--- src/hdl/gsi_pkg.sv ---
package gsi_pkg;

   localparam int CSR_INDEX_W = 3;
   localparam int CSR_DATA_W  = 24;

   localparam logic [CSR_INDEX_W-1:0] REG_Y_ORIGIN       = 3'd0;
   localparam logic [CSR_INDEX_W-1:0] REG_Z_ORIGIN       = 3'd1;
   localparam logic [CSR_INDEX_W-1:0] REG_INV_CELL_H     = 3'd2;
   localparam logic [CSR_INDEX_W-1:0] REG_INV_CELL_W     = 3'd3;
   localparam logic [CSR_INDEX_W-1:0] REG_ROWS_IN_USE    = 3'd4;
   localparam logic [CSR_INDEX_W-1:0] REG_COLS_IN_USE    = 3'd5;
   localparam logic [CSR_INDEX_W-1:0] REG_INTERP_MODE    = 3'd6;
   localparam logic [CSR_INDEX_W-1:0] REG_NO_DATA_POLICY = 3'd7;

   localparam logic OP_LOAD  = 1'b0;
   localparam logic OP_QUERY = 1'b1;

   localparam logic FACE_NEG = 1'b0;
   localparam logic FACE_POS = 1'b1;

   localparam logic MODE_NEAREST  = 1'b0;
   localparam logic MODE_BILINEAR = 1'b1;

   localparam logic [1:0] POLICY_OUTSIDE = 2'd0;
   localparam logic [1:0] POLICY_INSIDE  = 2'd1;
   localparam logic [1:0] POLICY_ERROR   = 2'd2;

   localparam int INSIDE_HALF = 409;
   localparam int HALF_CELL   = 128;
   localparam int WEIGHT_ONE  = 256;
   localparam int POS_SHIFT   = 16;
   localparam int BOX_SHIFT   = 24;

   typedef struct packed {
      logic [23:0] y_origin;
      logic [23:0] z_origin;
      logic [19:0] inv_h;
      logic [19:0] inv_w;
      logic [6:0]  rows;
      logic [7:0]  cols;
      logic        mode;
      logic [1:0]  policy;
   } cfg_type;

   typedef struct packed {
      logic       nearest;
      logic [7:0] ty;
      logic [7:0] tz;
      logic       ra_odd;
      logic       rb_odd;
      logic       ca_odd;
      logic       cb_odd;
   } blend_ctl_type;

endpackage

--- src/hdl/gsi_addr.sv ---
module gsi_addr #(
   parameter int MAX_ROWS   = 64,
   parameter int MAX_COLS   = 128,
   parameter int COORD_BITS = 24,
   parameter int ROW_W      = 6,
   parameter int COL_W      = 7,
   parameter int AW         = 11
) (
   input  logic                          clock,
   input  logic                          en,
   input  gsi_pkg::cfg_type              cfg,
   input  logic signed [COORD_BITS-1:0]  qy,
   input  logic signed [COORD_BITS-1:0]  qz,
   output logic                          in_box,
   output logic [3:0][AW-1:0]            raddr,
   output gsi_pkg::blend_ctl_type        ctl
);

   localparam int DW   = ((COORD_BITS > 24) ? COORD_BITS : 24) + 1;
   localparam int MW   = DW + 21;
   localparam int YI_W = $clog2(MAX_ROWS + 1) + 1;
   localparam int ZI_W = $clog2(MAX_COLS + 1) + 1;
   localparam int FYW  = YI_W + 8;
   localparam int FZW  = ZI_W + 8;

   logic signed [DW-1:0] dy_ff, dz_ff, dy_in, dz_in;
   logic signed [MW-1:0] py_ff, pz_ff, py_in, pz_in;
   logic [19:0]          inv_h_eff, inv_w_eff;
   logic [YI_W-1:0]      rows_eff;
   logic [ZI_W-1:0]      cols_eff;
   logic signed [MW-1:0] y_lim, z_lim;
   logic signed [FYW-1:0] fy, gy;
   logic signed [FZW-1:0] fz, gz;
   logic signed [YI_W-1:0] ya_raw, yb_raw;
   logic signed [ZI_W-1:0] za_raw, zb_raw;
   logic [ROW_W-1:0]     ra, rb, rsel;
   logic [COL_W-1:0]     ca, cb, csel;

   assign dy_in = DW'($signed(qy)) - DW'($signed(cfg.y_origin));
   assign dz_in = DW'($signed(qz)) - DW'($signed(cfg.z_origin));

   always_ff @(posedge clock) begin
      if (en) begin
         dy_ff <= dy_in;
         dz_ff <= dz_in;
         py_ff <= py_in;
         pz_ff <= pz_in;
      end
   end

   // product of offset and cell reciprocal
   assign inv_h_eff = (cfg.inv_h == 20'd0) ? 20'd1 : cfg.inv_h;
   assign inv_w_eff = (cfg.inv_w == 20'd0) ? 20'd1 : cfg.inv_w;
   assign py_in = dy_ff * $signed({1'b0, inv_h_eff});
   assign pz_in = dz_ff * $signed({1'b0, inv_w_eff});

   always_comb begin
      if (cfg.rows == 7'd0) begin
         rows_eff = YI_W'(1);
      end else if (32'(cfg.rows) > 32'(MAX_ROWS)) begin
         rows_eff = YI_W'(MAX_ROWS);
      end else begin
         rows_eff = YI_W'(cfg.rows);
      end
      if (cfg.cols == 8'd0) begin
         cols_eff = ZI_W'(1);
      end else if (32'(cfg.cols) > 32'(MAX_COLS)) begin
         cols_eff = ZI_W'(MAX_COLS);
      end else begin
         cols_eff = ZI_W'(cfg.cols);
      end
   end

   assign y_lim  = MW'(rows_eff) <<< gsi_pkg::BOX_SHIFT;
   assign z_lim  = MW'(cols_eff) <<< gsi_pkg::BOX_SHIFT;
   assign in_box = !py_ff[MW-1] && !pz_ff[MW-1] && (py_ff <= y_lim) && (pz_ff <= z_lim);

   assign fy = py_ff[gsi_pkg::POS_SHIFT +: FYW];
   assign fz = pz_ff[gsi_pkg::POS_SHIFT +: FZW];
   assign gy = fy - FYW'(gsi_pkg::HALF_CELL);
   assign gz = fz - FZW'(gsi_pkg::HALF_CELL);

   always_comb begin
      if (cfg.mode == gsi_pkg::MODE_NEAREST) begin
         ya_raw = fy[FYW-1:8];
         za_raw = fz[FZW-1:8];
      end else begin
         ya_raw = gy[FYW-1:8];
         za_raw = gz[FZW-1:8];
      end
      yb_raw = gy[FYW-1:8] + YI_W'(1);
      zb_raw = gz[FZW-1:8] + ZI_W'(1);
   end

   // edge clamping
   always_comb begin
      if (ya_raw < 0) begin
         ra = '0;
      end else if ($unsigned(ya_raw) >= rows_eff) begin
         ra = ROW_W'(rows_eff - YI_W'(1));
      end else begin
         ra = ROW_W'($unsigned(ya_raw));
      end
      if (yb_raw < 0) begin
         rb = '0;
      end else if ($unsigned(yb_raw) >= rows_eff) begin
         rb = ROW_W'(rows_eff - YI_W'(1));
      end else begin
         rb = ROW_W'($unsigned(yb_raw));
      end
      if (za_raw < 0) begin
         ca = '0;
      end else if ($unsigned(za_raw) >= cols_eff) begin
         ca = COL_W'(cols_eff - ZI_W'(1));
      end else begin
         ca = COL_W'($unsigned(za_raw));
      end
      if (zb_raw < 0) begin
         cb = '0;
      end else if ($unsigned(zb_raw) >= cols_eff) begin
         cb = COL_W'(cols_eff - ZI_W'(1));
      end else begin
         cb = COL_W'($unsigned(zb_raw));
      end
   end

   // bank {p,q} holds rows of parity p and columns of parity q
   always_comb begin
      for (int b = 0; b < 4; b++) begin
         rsel = (ra[0] == b[1]) ? ra : rb;
         csel = (ca[0] == b[0]) ? ca : cb;
         raddr[b] = {rsel[ROW_W-1:1], csel[COL_W-1:1]};
      end
   end

   assign ctl.nearest = (cfg.mode == gsi_pkg::MODE_NEAREST);
   assign ctl.ty      = gy[7:0];
   assign ctl.tz      = gz[7:0];
   assign ctl.ra_odd  = ra[0];
   assign ctl.rb_odd  = rb[0];
   assign ctl.ca_odd  = ca[0];
   assign ctl.cb_odd  = cb[0];

endmodule

--- config.mk ---
export PLATFORM = sky130hd
export DESIGN_NAME = gsi_addr
export DESIGN_NICKNAME = d
export VERILOG_FILES = /design/src/hdl/gsi_pkg.sv /design/src/hdl/gsi_addr.sv
export SDC_FILE = /design/constraint.sdc
export NUM_CORES = 2
export LEC_CHECK = 0
export ABC_AREA = 1
export ABC_CLOCK_PERIOD_IN_PS = 6800
export BUFFER_PORTS_ARGS = -buffer_cell sky130_fd_sc_hd__buf_2
export CAP_MARGIN = 0
export CORE_MARGIN = 3
export CORE_UTILIZATION = 40
export DETAILED_ROUTE_END_ITERATION = 12
export GPL_TIMING_DRIVEN = 0
export PLACE_DENSITY = 0.62
export SLEW_MARGIN = 20
export SYNTH_ARGS = -nofsm -noshare
export SYNTH_HDL_FRONTEND = slang
export SYNTH_SLANG_ARGS = --single-unit
--- constraint.sdc ---
create_clock -name clock -period 6.8 [get_ports clock]
set_input_delay 1.02 -clock clock [delete_from_list [all_inputs] [get_ports clock]]
set_output_delay 1.02 -clock clock [all_outputs]
set_load 0.02 [all_outputs]
# == Word level (Yosys, flattened, before mapping) ==
# Index checks and enable logic that the tools add are counted.
# op_classes
addsub,8
mul,2
order_cmp,12
n_mux,20
bitwise,1
n_reduce_logical,9
# op_table
cell,count
less-or-equal comparator 46 x 33 -> 1 bit,2
multiplier 25 x 21 -> 46 bit,2
two-way mux 7 bit,8
subtractor 24 x 24 -> 25 bit,2
zero test 20 bit,2
two-way mux 20 bit,2
two-way mux 6 bit,6
two-way mux 8 bit,3
greater-or-equal comparator 9 x 8 -> 1 bit,2
< comparator 9 x 1 -> 1 bit (second input constant),2
subtractor 17 x 9 -> 17 bit (second input constant),1
greater-or-equal comparator 8 bit,2
< comparator 8 x 1 -> 1 bit (second input constant),2
subtractor 16 x 9 -> 16 bit (second input constant),1
adder 9 x 1 -> 9 bit (second input constant),1
two-way mux 9 bit,1
adder 8 x 1 -> 8 bit (second input constant),1
greater-than comparator 8 bit (second input constant),1
zero test 8 bit,1
greater-than comparator 7 bit (second input constant),1
zero test 7 bit,1
subtractor 7 x 1 -> 7 bit (second input constant),1
subtractor 6 x 1 -> 6 bit (second input constant),1
logical AND 1 bit,3
2 further kinds,3
# totals
ff_bits,142
input_bits,156

# == Depth between registers and ports, before layout ==
# depth
ltp_word,7
ltp_mapped,32
depth_no_buf,30

# == Worst setup path before layout ==
# No wires, ideal clock.
# synth_path
path_type,in2reg
from,input port cfg[43] (netlist bit)
to,"register py_ff[44], data pin"
arrival_time_ns,6.938
required_time_ns,6.542
slack_ns,-0.396
stages,25
path_buffers,2
cell_sequence,clkbuf_1 > clkbuf_1 > nand2_1 > fa_1 > fa_1 > inv_1 > fa_1 > inv_1 > fa_1 > inv_1 > fa_1 > inv_1 > fa_1 > fa_1 > inv_1 > ha_1 > nand2_1 > nor2_1 > inv_1 > nor2_1 > inv_1 > nor4_1 > nand3_1 > nand3_1 > xor2_1
# synth_between
elab_chain_len,3
# synth_rtl
element,line,source
start: declaration,gsi_addr.sv:11,"input gsi_pkg::cfg_type cfg,"
zero test 20 bit,gsi_addr.sv:52,assign inv_h_eff = (cfg.inv_h == 20'd0) ? 20'd1 : cfg.inv_h;
two-way mux 20 bit (*),gsi_addr.sv:52,
multiplier 25 x 21 -> 46 bit (*),gsi_addr.sv:54,"assign py_in = dy_ff * $signed({1'b0, inv_h_eff});"
via py_in[44],gsi_addr.sv:27,"logic signed [MW-1:0] py_ff, pz_ff, py_in, pz_in;"
end signal: assignment,gsi_addr.sv:46,py_ff <= py_in;
end: declaration,gsi_addr.sv:27,
# Mark *: on every way through the listed nets, which the timed path passes. The rest lies on a longest branch.
# A chain may end at the register's enable or synchronous reset.

# == Worst setup path after layout ==
# layout_path
from,input port cfg[57] (netlist bit)
to,"register py_ff[28], data pin"
# The elaborated chain is that of the path after synthesis.

==> reports/results.txt <==
Outcome: finished clean
Relative slew slack: 33.4%
Routability cong.: 1.00
Synth Area in XOR/XNOR: 2.90%
Post-route ant nets: 0
Drt first pass iters: 6
Share of the synthesized area in the top cell type: 41.6%
Final non-filler cell total: 8147
Synth warn: 0
Crit path launch type: input pin
Number of synthesized register bits: 142
Hold Buf Count CTS: 0
Routed vias/inst: 4.95
Starting density of the core: 40.6%
Pre-CTS setup slack: -1.87 ns
CP Data Required Time: 7.02 ns
Core area: 0.121 mm²
I/O pins: 222
Nets@finish: 8036
Synth Area in Simple Gates: 16.3%
Largest net degree at the start of global routing: 95
Largest family of logic cells by synthesized area: adder cells
Via count: 40361
Num Clock Sinks: 142
Final hold violation count: 0
TritonCTS Buffers: 17
Vias in the first global route: 41207
Mux contribution to synthesized area: 0%
Max Fclk: 148 MHz
CTS tree: yes
Final Skew: 0.0290 ns
Worst Slack Setup Final: 0.0612 ns
WS Path Type: input pin to flip-flop
Synth area leader: fa_1
CTS max path bufs: 2
Share of cells above drive strength 1: 12.8%
Min Tclk post-route: 6.74 ns
Final worst-path cycle share: 99.1%
Unique masters post-synth: 51
Die Area: 0.127 mm²
Final setup fails: 0
Skew-Pair Late Insertion Delay: 0.50 ns
HPWL after detailed placement: 129000 µm
Post-route cell area: 0.0555 mm²
Root buf cell: clkbuf_16
Synthesized-area fraction occupied by adder cells: 50.2%
Clock input transition at the sequential cells of the worst setup and hold paths: 0.07 ns
Port bufs: 181
Total Wirelength: 155000 µm
Row count: 127
Slew @ Worst Pin: 0.990 ns
Max-Cap Viols: 0
Post-synthesis compound-gate area fraction: 4.74%
Layout area overhead: 12.9%
Die X-Extent: 356 µm
RSZ-0062 raised after global routing: yes
Crit path max fanout: 8
Synth Cell Area: 0.0491 mm²
Crit end category: flip-flop
GRT Resource Usage Total: 24.4%
Wire per inst: 19.0 µm
HP Class: input pin to flip-flop
Avg Cell Area, Syn: 7.84 µm²
Syn nets: 7786
Final slew viol count: 0
Initial antenna violation count: 3
Fill cells: 11924
Worst endpoint data arrival time: 6.96 ns
Grt total ovfl: 0
FF+latch area: 0.00426 mm²
Placed Area: 0.0522 mm²
Cells after Synth: 6269
Seq/Total Area, Yosys: 8.68%
Top cells by area, synth: fa_1, inv_1, nand2_1
Placed Cells incl. Taps: 8063
Die Y: 356 µm
Global-route wire length before repair: 237000 µm
H-tree Lvls: 4
DRC Markers: 0
Area of the multi-input gates: 0.0382 mm²
Iteration-0 DRC Markers: 3396
==> layout make-up <==
type | count | share of cell area, %
buffer | 262 | 3.32
antenna | 3 | 0.0135
clock buffer | 19 | 0.780
clock inverter | 13 | 0.189
timing repair buffer | 232 | 2.46
sequential | 142 | 7.68
inverter | 1938 | 13.1
multi-input combinational | 3926 | 68.8
tap | 1612 | 3.63
==> state kept, by name (all words and copies together), names as in the netlist <==
| signal | cells |
|---|---|
| pz_ff | 46 |
| dz_ff | 25 |
| py_ff | 46 |
| dy_ff | 25 |
==> layout by cell type (no fill, tap or decap), types with 56 or more instances in the layout <==
master and count:
nand3_1 99, a21oi_1 130, clkbuf_2 69, edfxtp_1 142, fa_1 994, xnor2_1 56, nor2_1 203, clkbuf_1 60
nor2_2 57, inv_1 1901, buf_2 191, buf_4 94, ha_1 282, nand2_1 1423, xor2_1 99, o21ai_0 92
==> path summary, 6_finish.rpt <==
check,start,end,cells past startpoint,slack (ns)
worst min-delay path,cfg[58],dz_ff[0],3,0.91
worst max register to register,dy_ff[7],py_ff[28],22,0.11
worst min register to register,dz_ff[0],pz_ff[0],3,1.13
worst max-delay path,cfg[57],py_ff[28],23,0.06
==> timing repair <==
item | in CTS | in global routing
pin swaps | 30 | 118
resized for setup | 293 | 542
endpoints found under the setup margin | 68 | 56
setup buffers | 24 | 27
==> critical path: stages <==
cell and delay (ns):
buf_2 0.22, nor4_4 0.30, nand4_1 0.24, nand2_4 0.18
buf_12 0.13, nand2_2 0.08, fa_1 0.56, fa_1 0.55
inv_1 0.05, fa_1 0.49, inv_1 0.05, fa_1 0.46
fa_1 0.53, fa_1 0.58, inv_1 0.08, ha_4 0.31
nand2_2 0.08, o21ai_1 0.27, a21oi_2 0.12, buf_4 0.15
o21bai_2 0.21, a21oi_1 0.09, xnor2_1 0.20
==> metal layers <==
layer	vias to the layer above	wire [µm]	GRT usage, %
li1	18454	-	-
met1	19975	67200	34.9
met2	1656	68000	37.4
met3	272	14200	4.68
met4	4	5310	7.68
met5	-	72	0
==> cells by family after synthesis <==
| family | Yosys count |
|---|---|
| DFF | 142 |
| adders and majority gates | 1361 |
| AOI/OAI and AO/OA | 412 |
| buffers and inverters | 2201 |
| xor gates and xnor gates | 162 |
| and+or+nand+nor | 1991 |
==> cell usage after synthesis (all sizes together) <==
library cell,count
inv,1938
a211oi,6
ha,341
a31oi,20
o21a,5
buf,45
nand3b,8
a21o,20
fa,1020
a21boi,10
xor2,106
or2,7
and3,6
o21ai,142
nand4,41
or4,1
nor3,22
xnor2,56
clkbuf,218
and2,4
edfxtp,142
o31ai,2
nor4,35
nand2,1469
nor3b,2
nand3,115
o211ai,7
nor2,281
a221oi,1
o21bai,28
a21oi,167
o31a,1
o311ai,3
==> per-stage QoR <==
step	hold slack, ns	setup TNS, ns	utilization (%)
floorplan	0.822	0	-
global placement	1.07	-89.04	43.1
detailed placement	1.09	-89.47	43.2
CTS	0.878	-0.000257	44.5
global route	0.916	-0.451	45.9
finish	0.908	0	45.9
Power is not shown: default switching activity piles up to over one toggle a cycle in this logic, so the estimate is an artifact.
