$ cat src/hdl/gsi_pkg.sv
package gsi_pkg;

   localparam int CSR_INDEX_W = 3;
   localparam int CSR_DATA_W  = 24;

   localparam logic [CSR_INDEX_W-1:0] REG_Y_ORIGIN       = 3'd0;
   localparam logic [CSR_INDEX_W-1:0] REG_Z_ORIGIN       = 3'd1;
   localparam logic [CSR_INDEX_W-1:0] REG_INV_CELL_H     = 3'd2;
   localparam logic [CSR_INDEX_W-1:0] REG_INV_CELL_W     = 3'd3;
   localparam logic [CSR_INDEX_W-1:0] REG_ROWS_IN_USE    = 3'd4;
   localparam logic [CSR_INDEX_W-1:0] REG_COLS_IN_USE    = 3'd5;
   localparam logic [CSR_INDEX_W-1:0] REG_INTERP_MODE    = 3'd6;
   localparam logic [CSR_INDEX_W-1:0] REG_NO_DATA_POLICY = 3'd7;

   localparam logic OP_LOAD  = 1'b0;
   localparam logic OP_QUERY = 1'b1;

   localparam logic FACE_NEG = 1'b0;
   localparam logic FACE_POS = 1'b1;

   localparam logic MODE_NEAREST  = 1'b0;
   localparam logic MODE_BILINEAR = 1'b1;

   localparam logic [1:0] POLICY_OUTSIDE = 2'd0;
   localparam logic [1:0] POLICY_INSIDE  = 2'd1;
   localparam logic [1:0] POLICY_ERROR   = 2'd2;

   localparam int INSIDE_HALF = 409;
   localparam int HALF_CELL   = 128;
   localparam int WEIGHT_ONE  = 256;
   localparam int POS_SHIFT   = 16;
   localparam int BOX_SHIFT   = 24;

   typedef struct packed {
      logic [23:0] y_origin;
      logic [23:0] z_origin;
      logic [19:0] inv_h;
      logic [19:0] inv_w;
      logic [6:0]  rows;
      logic [7:0]  cols;
      logic        mode;
      logic [1:0]  policy;
   } cfg_type;

   typedef struct packed {
      logic       nearest;
      logic [7:0] ty;
      logic [7:0] tz;
      logic       ra_odd;
      logic       rb_odd;
      logic       ca_odd;
      logic       cb_odd;
   } blend_ctl_type;

endpackage

$ cat src/hdl/gsi_blend.sv
module gsi_blend #(
   parameter int COORD_BITS = 24
) (
   input  logic                               clock,
   input  logic                               en,
   input  gsi_pkg::blend_ctl_type             ctl,
   input  logic [3:0][COORD_BITS:0]           rdata,
   output logic signed [COORD_BITS-1:0]       face_x,
   output logic                               face_ok
);

   localparam int CB  = COORD_BITS;
   localparam int PAW = CB + 10;
   localparam int BW  = PAW + 10;
   localparam int K   = CB + 3;
   localparam logic [K-1:0] RECIP3 = K'(((longint'(1) << K) + 2) / 3);

   logic signed [CB-1:0]  v [4];
   logic [3:0]            ok;
   logic [1:0]            bsel;
   logic signed [CB+1:0]  sum;
   logic [2:0]            cnt;
   logic signed [9:0]     wz0, wz1, wy0, wy1;

   logic signed [PAW-1:0] pa_ff, pb_ff, pa_in, pb_in;
   logic [CB:0]           abs_ff, abs_in, abs6_ff;
   logic                  neg_ff, neg6_ff, allv_ff, allv6_ff;
   logic [2:0]            cnt_ff, cnt6_ff;
   logic [7:0]            ty_ff;
   logic signed [BW-1:0]  bil_ff, bil_in;
   logic [CB+K:0]         q3_ff, q3_in;
   logic [CB:0]           mag;
   logic signed [CB+1:0]  mean;
   logic signed [CB-1:0]  face_x_ff, face_x_in;
   logic                  face_ok_ff, face_ok_in;

   // corner order: (ra,ca) (ra,cb) (rb,ca) (rb,cb)
   always_comb begin
      sum = '0;
      cnt = '0;
      for (int k = 0; k < 4; k++) begin
         bsel[1] = k[1] ? ctl.rb_odd : ctl.ra_odd;
         bsel[0] = k[0] ? ctl.cb_odd : ctl.ca_odd;
         v[k]    = rdata[bsel][CB-1:0];
         ok[k]   = rdata[bsel][CB] && ((k == 0) || !ctl.nearest);
         if (ok[k]) begin
            sum = sum + (CB+2)'(v[k]);
            cnt = cnt + 3'd1;
         end
      end
      abs_in = sum[CB+1] ? (CB+1)'(0) - sum[CB:0] : sum[CB:0];
   end

   assign wz1   = $signed({2'b00, ctl.tz});
   assign wz0   = 10'sd256 - wz1;
   assign pa_in = wz0 * v[0] + wz1 * v[1];
   assign pb_in = wz0 * v[2] + wz1 * v[3];

   always_ff @(posedge clock) begin
      if (en) begin
         pa_ff   <= pa_in;
         pb_ff   <= pb_in;
         abs_ff  <= abs_in;
         neg_ff  <= sum[CB+1];
         cnt_ff  <= cnt;
         allv_ff <= &ok;
         ty_ff   <= ctl.ty;
      end
   end

   assign wy1    = $signed({2'b00, ty_ff});
   assign wy0    = 10'sd256 - wy1;
   assign bil_in = wy0 * pa_ff + wy1 * pb_ff;
   assign q3_in  = abs_ff * RECIP3;

   always_ff @(posedge clock) begin
      if (en) begin
         bil_ff   <= bil_in;
         q3_ff    <= q3_in;
         abs6_ff  <= abs_ff;
         neg6_ff  <= neg_ff;
         cnt6_ff  <= cnt_ff;
         allv6_ff <= allv_ff;
      end
   end

   // mean of valid corners, truncated toward zero
   always_comb begin
      unique case (cnt6_ff)
         3'd1:    mag = abs6_ff;
         3'd2:    mag = abs6_ff >> 1;
         3'd3:    mag = (CB+1)'(q3_ff >> K);
         3'd4:    mag = abs6_ff >> 2;
         default: mag = '0;
      endcase
      mean = neg6_ff ? (CB+2)'(0) - (CB+2)'(mag) : (CB+2)'(mag);
      if (allv6_ff) begin
         face_x_in  = bil_ff[gsi_pkg::POS_SHIFT +: CB];
         face_ok_in = 1'b1;
      end else begin
         face_x_in  = mean[CB-1:0];
         face_ok_in = (cnt6_ff != 3'd0);
      end
   end

   always_ff @(posedge clock) begin
      if (en) begin
         face_x_ff  <= face_x_in;
         face_ok_ff <= face_ok_in;
      end
   end

   assign face_x  = face_x_ff;
   assign face_ok = face_ok_ff;

endmodule

$ cat config.mk
export PLATFORM = sky130hd
export DESIGN_NAME = gsi_blend
export DESIGN_NICKNAME = d
export VERILOG_FILES = /design/src/hdl/gsi_pkg.sv /design/src/hdl/gsi_blend.sv
export SDC_FILE = /design/constraint.sdc
export NUM_CORES = 2
export LEC_CHECK = 0
export BUFFER_PORTS_ARGS = -buffer_cell sky130_fd_sc_hd__buf_2
export CAP_MARGIN = 15
export CORE_UTILIZATION = 60
export DETAILED_ROUTE_END_ITERATION = 12
export PLACE_DENSITY = 0.79
export SYNTH_ARGS = -nofsm -noshare
export SYNTH_HDL_FRONTEND = slang
export SYNTH_SLANG_ARGS = --single-unit
export TNS_END_PERCENT = 100
$ cat constraint.sdc
create_clock -name clock -period 16.1 [get_ports clock]
set_clock_uncertainty 0.15 [all_clocks]
set_input_delay 1.61 -clock clock [delete_from_list [all_inputs] [get_ports clock]]
set_output_delay 1.61 -clock clock [all_outputs]
set_load 0.03 [all_outputs]
# Word level (Yosys, flattened, before mapping)
# Cells that the tools add are included.
[totals]
ff_bits = 252
inputBits = 123
out_inout_bits = 25
elab_cells = 69
[op_classes]
n_addsub = 13
multipliers = 7
magnitude_cmp = 4
eq_ne = 4
mux = 20
n_reduce_logical = 6
[ops]
columns = ["cell", "n"]
rows = [
  ["binary-select mux 25 bit (select 2 bit)", 4],
  ["2-to-1 mux 25 bit", 5],
  ["2-to-1 mux 26 bit", 4],
  ["case mux 24 bit (4 select lines)", 1],
  ["adder 26 x 24 -> 26 bit", 3],
  ["adder 34 x 33 -> 34 bit", 2],
  ["multiplier 10 x 24 -> 34 bit", 2],
  ["multiplier 9 x 24 -> 33 bit", 2],
  ["multiplier 25 x 26 -> 51 bit (second input constant)", 1],
  ["2-to-1 mux 24 bit", 2],
  ["adder 40 bit", 1],
  ["multiplier 10 x 34 -> 40 bit", 1],
  ["multiplier 9 x 34 -> 40 bit", 1],
  ["subtractor 1 x 25 -> 25 bit (first input constant)", 1],
  ["subtractor 1 x 24 -> 24 bit (first input constant)", 1],
  ["subtractor 9 x 8 -> 10 bit (first input constant)", 2],
  ["< comparator 2 x 3 -> 1 bit (second input constant)", 4],
  ["adder 3 x 1 -> 3 bit (second input constant)", 2],
  ["== test 3 x 2 -> 1 bit (second input constant)", 2],
  ["2-to-1 mux 3 bit", 2],
  ["AND reduction 4 bit", 1],
  ["== test 3 x 1 -> 1 bit (second input constant)", 1],
  ["== test 3 bit (second input constant)", 1],
  ["logical AND 1 bit", 3],
  ["other kinds (5)", 5],
]

# Logic depth before layout (Yosys ltp)
[logic_depth]
depth_word = 11
depth_mapped = 41
ltp_nobuf = 35

# Worst setup path before layout
# OpenSTA, ideal clock, no wires.
[synth_path]
path_type = "input -> register"
from = "input ctl[3] (netlist name)"
to = "register abs_ff[12], data pin"
setup_time_ns = 0.273
arrival_time_ns = 9.889
required_time_ns = 15.677
slack_ns = 5.788
path_stages = 39
path_buffers = 9
path_cell_list = "buf_6 buf_8 buf_6 clkbuf_1 clkbuf_1 buf_1 clkbuf_1 mux4_2 ha_1 ha_1 a31oi_1 nor3_1 o211ai_2 a211oi_1 o21a_1 nor3_1 xnor2_1 ha_1 [... 3 more ...] o21ai_0 o311a_1 or3_1 a21oi_1 or3_1 ha_1 nand3_1 nor2_1 a31oi_1 o211ai_1 a41oi_1 or3_1 o211ai_1 xnor2_1 xnor2_1 clkbuf_1 o21ai_0 xnor2_1"
[synth_via]
elab_chain_cells = 11
word_cells_on_any_way = 14
cone_classes = "add/sub: 4; mux: 9; reduce/logical: 1"
[synth_rtl]
columns = ["item", "line", "source"]
rows = [
  ["start, declared", "gsi_blend.sv:6", "input gsi_pkg::blend_ctl_type ctl,"],
  ["binary-select mux 25 bit (select 2 bit)", "gsi_blend.sv:44, gsi_blend.sv:45", ""],
  ["2-to-1 mux 25 bit (not written as such)", "gsi_blend.sv:45", "ok[k] = rdata[bsel][CB] && ((k == 0) || !ctl.nearest);"],
  ["2-to-1 mux 26 bit", "gsi_blend.sv:46", "if (ok[k]) begin"],
  ["adder 26 x 24 -> 26 bit", "gsi_blend.sv:47", "sum = sum + (CB+2)'(v[k]);"],
  ["2-to-1 mux 26 bit (*)", "gsi_blend.sv:46", ""],
  ["adder 26 x 24 -> 26 bit", "gsi_blend.sv:47", ""],
  ["2-to-1 mux 26 bit (*)", "gsi_blend.sv:46", ""],
  ["adder 26 x 24 -> 26 bit", "gsi_blend.sv:47", ""],
  ["2-to-1 mux 26 bit (*)", "gsi_blend.sv:46", ""],
  ["subtractor 1 x 25 -> 25 bit", "gsi_blend.sv:51", "abs_in = sum[CB+1] ? (CB+1)'(0) - sum[CB:0] : sum[CB:0];"],
  ["2-to-1 mux 25 bit (*)", "gsi_blend.sv:51", ""],
  ["net abs_in[12]", "gsi_blend.sv:26", "logic [CB:0] abs_ff, abs_in, abs6_ff;"],
  ["end signal, assigned", "gsi_blend.sv:63", "abs_ff <= abs_in;"],
  ["end, declared", "gsi_blend.sv:26", ""],
]
# The timed path passes the listed nets; every way through them passes the cells marked *. The select of a mux whose other input is x is not followed.
# A chain may end at the register's enable or synchronous reset.

# Final worst setup path
[layout_path]
from = "input ctl[3] (netlist name)"
to = "register abs_ff[24], data pin"
# Same word-level chain as after synthesis.

==> results <==
- The flow ran to the end, and the final reports show no timing, DRC or antenna violations.
- The floorplan die width is 342 µm.
- Yosys printed 0 warnings.
- The share of synthesized cell area in full adder, half adder and majority cells is 0.536.
- The critical path endpoint is abs_ff[24]$_DFFE_PP_.
- The final number of max-transition violations was 0.
- Of all flip-flops after synthesis, the portion carrying an async set or reset was 0.
- The tool flagged a number of max-cap violations equal to 0.
- The source-to-sink clock delay at the later pin of the worst-skew pair is 0.61 ns.
- The count of buffers added by post-CTS timing repair for setup is 0.
- After global routing the overflow that remains totals 0.
- The final estimated routing congestion in global placement is 1.02.
- The met3 routing resource usage after global routing is 0.0537.
- The largest net degree at the start of global routing is 84.
- By area, the combinational part of the netlist is dominated by adder cells.
- Detailed placement finished with a half-perimeter wire length of 157000 µm.
- The vertical die dimension is 342 µm.
- The clock tree from TritonCTS is built.
- The total CTS buffers is 25.
- The mean instance size in the synthesized netlist is 9.56 µm².
- The transition time at the pin with the least slew margin is 1.26 ns.
- The number of hold buffers added after CTS was 0.
- Dividing the detail-routed via count by the number of cells gives 5.87.
- The area share of xor/xnor cells in the synthesized design is 0.0334.
- After synthesis, the share of cell area in mux cells is 0.0299.
- The clock passes through at most 3 buffers.
- The mapped cell area is 69200 µm².
- The I/O pin count is 148.
- For this design, the slowest cell found on the critical path is a2111oi_0.
- The dominant cell type by area after synthesis is fa_1.
- The first detailed-routing pass took 6 iterations.
- The met2 track utilization from global routing is 0.563.
- The share of synthesized area in the top cell type comes to 0.420.
- The post-synthesis compound-gate area fraction came to 0.0697.
- In this run the worst hold path is classified as register to register.
- The via count of the routed design is 51500.
- The fraction of final layout cells sized beyond drive strength 1 is 0.0629.
- After detailed routing, the total wire length is 191000 µm.
- The tightest slew margin relative to the limit is 0.154.
- The count of cell types in the netlist is 84.
- Along the worst path, the maximum fanout reaches 59.
- Counting every net in the synthesized netlist gives 9450.
- The net count reported at finish is 9450.
- In this run the critical register-to-register path is captured at bil_ff[39]$_DFFE_PP_.
- After floorplanning, the core was sized to cover 114000 µm².
- The initial antenna violation count is 15.
- In this run the clock root is driven by a clkbuf_16.
- The first routing iteration left 4075 violations.
- The row count is 124.
- The most used flip-flop cell after synthesis is edfxtp_1.
- The worst-case reg-to-reg path depth is 27.
- The critical path in this run is classified as primary input to register.
- STA classifies the critical path endpoint as a register.
- Tracing the worst setup path back leads to its startpoint at ctl[3].
- The number of cells upsized or downsized after cts is 0.
- Setup repair after global routing left no endpoint under its margin.
- The global-route layer with the greatest usage is met2.
- The post-detailed-route wirelength per cell is 21.7 µm.
- Ranked by total cell area, the synthesized netlist is headed by fa_1 (42%), ha_1 (12%), edfxtp_1 (9.1%).
- For this configuration, the core starts out at a cell density of 0.605.
- The setup TNS after final layout is 0 ns.
- After clock tree synthesis, the clock-pin slew on the worst setup and hold paths is 0.07 ns.
- In the finished design, the share of the clock period the worst path needs comes to 0.679.
- The residual antenna-violating net count after detailed routing is 0.
- The total DRC errors in the routed layout is 0.
- The via count of the first global-routing pass was 55600.
- Counting flops and latches in the post-synthesis netlist gives 209.
- Compared with the post-synthesis result, the final layout area differs by 4.88%.
- The startpoint of the worst-slack reg-to-reg timing path is ty_ff[0]$_DFFE_PP_.
- The routed design could run at a clock period as short as 10.93 ns.
- The simple-gate share of the synthesized area is 0.143.
- The number of sinks handled by clock tree synthesis is 209.
- In the global route stage, overall resource usage came out at 0.340.
- The maximum level of the CTS H-tree is 1.
- The most repeated library cell on the critical path is xnor2_1.
- The first-pass GRT wire length is 306000 µm.
- The required time of the worst setup path is 16.25 ns.
- The setup slack of the worst register-to-register path is 6.45 ns.
- The met1 usage in global routing is 0.428.
- The data arrival time at the worst-slack endpoint is 11.09 ns.
- The final hold violation count came to 0.
- The die covers 117000 µm².
- Synthesis produced a netlist whose cell count is 7234.
- In this run the tool buffered the top-level ports with 147 buffer cells.
- The worst setup path is launched from a primary input.
- The synthesized design contains 209 enable-type register cells.
- The count of endpoints failing setup in the final report is 0.
- The part of the Yosys area used for sequential elements is 0.0907.
- The highest achievable clock rate is 91.5 MHz.
- The maximum single-stage delay on the critical path is 0.98 ns.
==> cells in the final DEF, fill, tap and decap left out, types with 25 or more instances in the layout <==
master / Yosys / final
o21a_1: 40 / 40
nand2_1: 849 / 849
nand3_1: 43 / 43
nor3_1: 52 / 51
buf_4: 1 / 105
mux2_2: 49 / 49
nor2_1: 260 / 259
a21oi_1: 197 / 191
inv_1: 1482 / 1482
buf_2: 6 / 144
and2_1: 592 / 592
xor2_1: 75 / 69
nand2b_1: 38 / 38
mux2i_1: 51 / 51
clkbuf_16: 0 / 25
a21o_1: 95 / 95
edfxtp_1: 209 / 209
fa_1: 1450 / 1450
mux4_2: 44 / 44
nor2b_1: 94 / 92
xnor2_1: 189 / 180
a31oi_1: 29 / 29
o21ai_0: 119 / 116
ha_1: 643 / 643
==> critical path, delay by kind of cell <==
kind | cells | cell delay, ns
fa+ha+maj | 3 | 0.86
compound gates | 16 | 4.52
buf+inv | 4 | 1.48
simple gates | 5 | 1.38
xor+xnor | 5 | 0.71
mux | 1 | 0.48
==> cell type report <==
type                       count  area, µm²
antenna                        6       15.0
clock buffer                  26        629
inverter                    1483       5570
multi-input combinational   5260      56400
fill                        9096      41800
sequential                   209       6280
clock inverter                19        220
tap                         1512       1890
timing repair buffer         255       1580
==> metal layers <==
metal  part of all wire  vias to the layer above
met5            0.00073                        -
met4              0.068                       18
met3              0.081                      586
met2               0.47                     2295
met1               0.38                    26100
li1                   -                    22400
==> metrics by stage <==
step / setup WS, ns / hold WS, ns / instances / area, µm² / utilization
floorplan: 5.79 / 0.250 / 7234 / 69200 / -
global placement: 4.70 / 0.251 / 8713 / 71600 / 0.626
detailed placement: 4.46 / 0.257 / 8714 / 71600 / 0.626
CTS: 5.00 / 0.272 / 8759 / 72500 / 0.634
global route: 4.60 / 0.283 / 8766 / 72500 / 0.634
finish: 5.17 / 0.271 / 8770 / 72500 / 0.634
==> how the worst min path moves through the flow <==
stage                        start                    to  slack [ns]  cells past startpoint
2_1_floorplan    allv_ff$_DFFE_PP_    allv6_ff$_DFFE_PP_        0.25                      0
3_3_place_gp   cnt_ff[1]$_DFFE_PP_  cnt6_ff[1]$_DFFE_PP_        0.25                      0
3_5_place_dp   cnt_ff[1]$_DFFE_PP_  cnt6_ff[1]$_DFFE_PP_        0.26                      0
4_1_cts        cnt_ff[1]$_DFFE_PP_  cnt6_ff[1]$_DFFE_PP_        0.27                      0
5_1_grt        cnt_ff[1]$_DFFE_PP_  cnt6_ff[1]$_DFFE_PP_        0.28                      0
6_report       cnt_ff[1]$_DFFE_PP_  cnt6_ff[1]$_DFFE_PP_        0.27                      0
==> kinds of logic (layout without fill, tap and decap cells) <==
kind of cell,Yosys count,in the layout
flops,209,209
simple gates,2033,2033
compound gates,725,725
mux,145,145
buf+inv,1765,1783
xor+xnor,264,264
fa+ha+maj,2093,2093
other cells,0,6
==> synth_stat cells (all sizes together), types with 95 or more instances <==
library cell / count
a21o: 95
inv: 1482
xnor2: 189
ha: 643
nand2: 849
clkbuf: 222
fa: 1450
o21ai: 134
and2: 592
nor2: 260
edfxtp: 209
a21oi: 197
==> state kept, by name, indices dropped and copies added, names as in the netlist, 8 cells and up <==
name     flops
abs6_ff     25
abs_ff      25
bil_ff      24
face_x      24
pa_ff       34
pb_ff       34
q3_ff       24
ty_ff        8
Power is left out: the tool's default activity adds up to more than one toggle a clock period on the data nets, which glitch-free logic cannot reach.
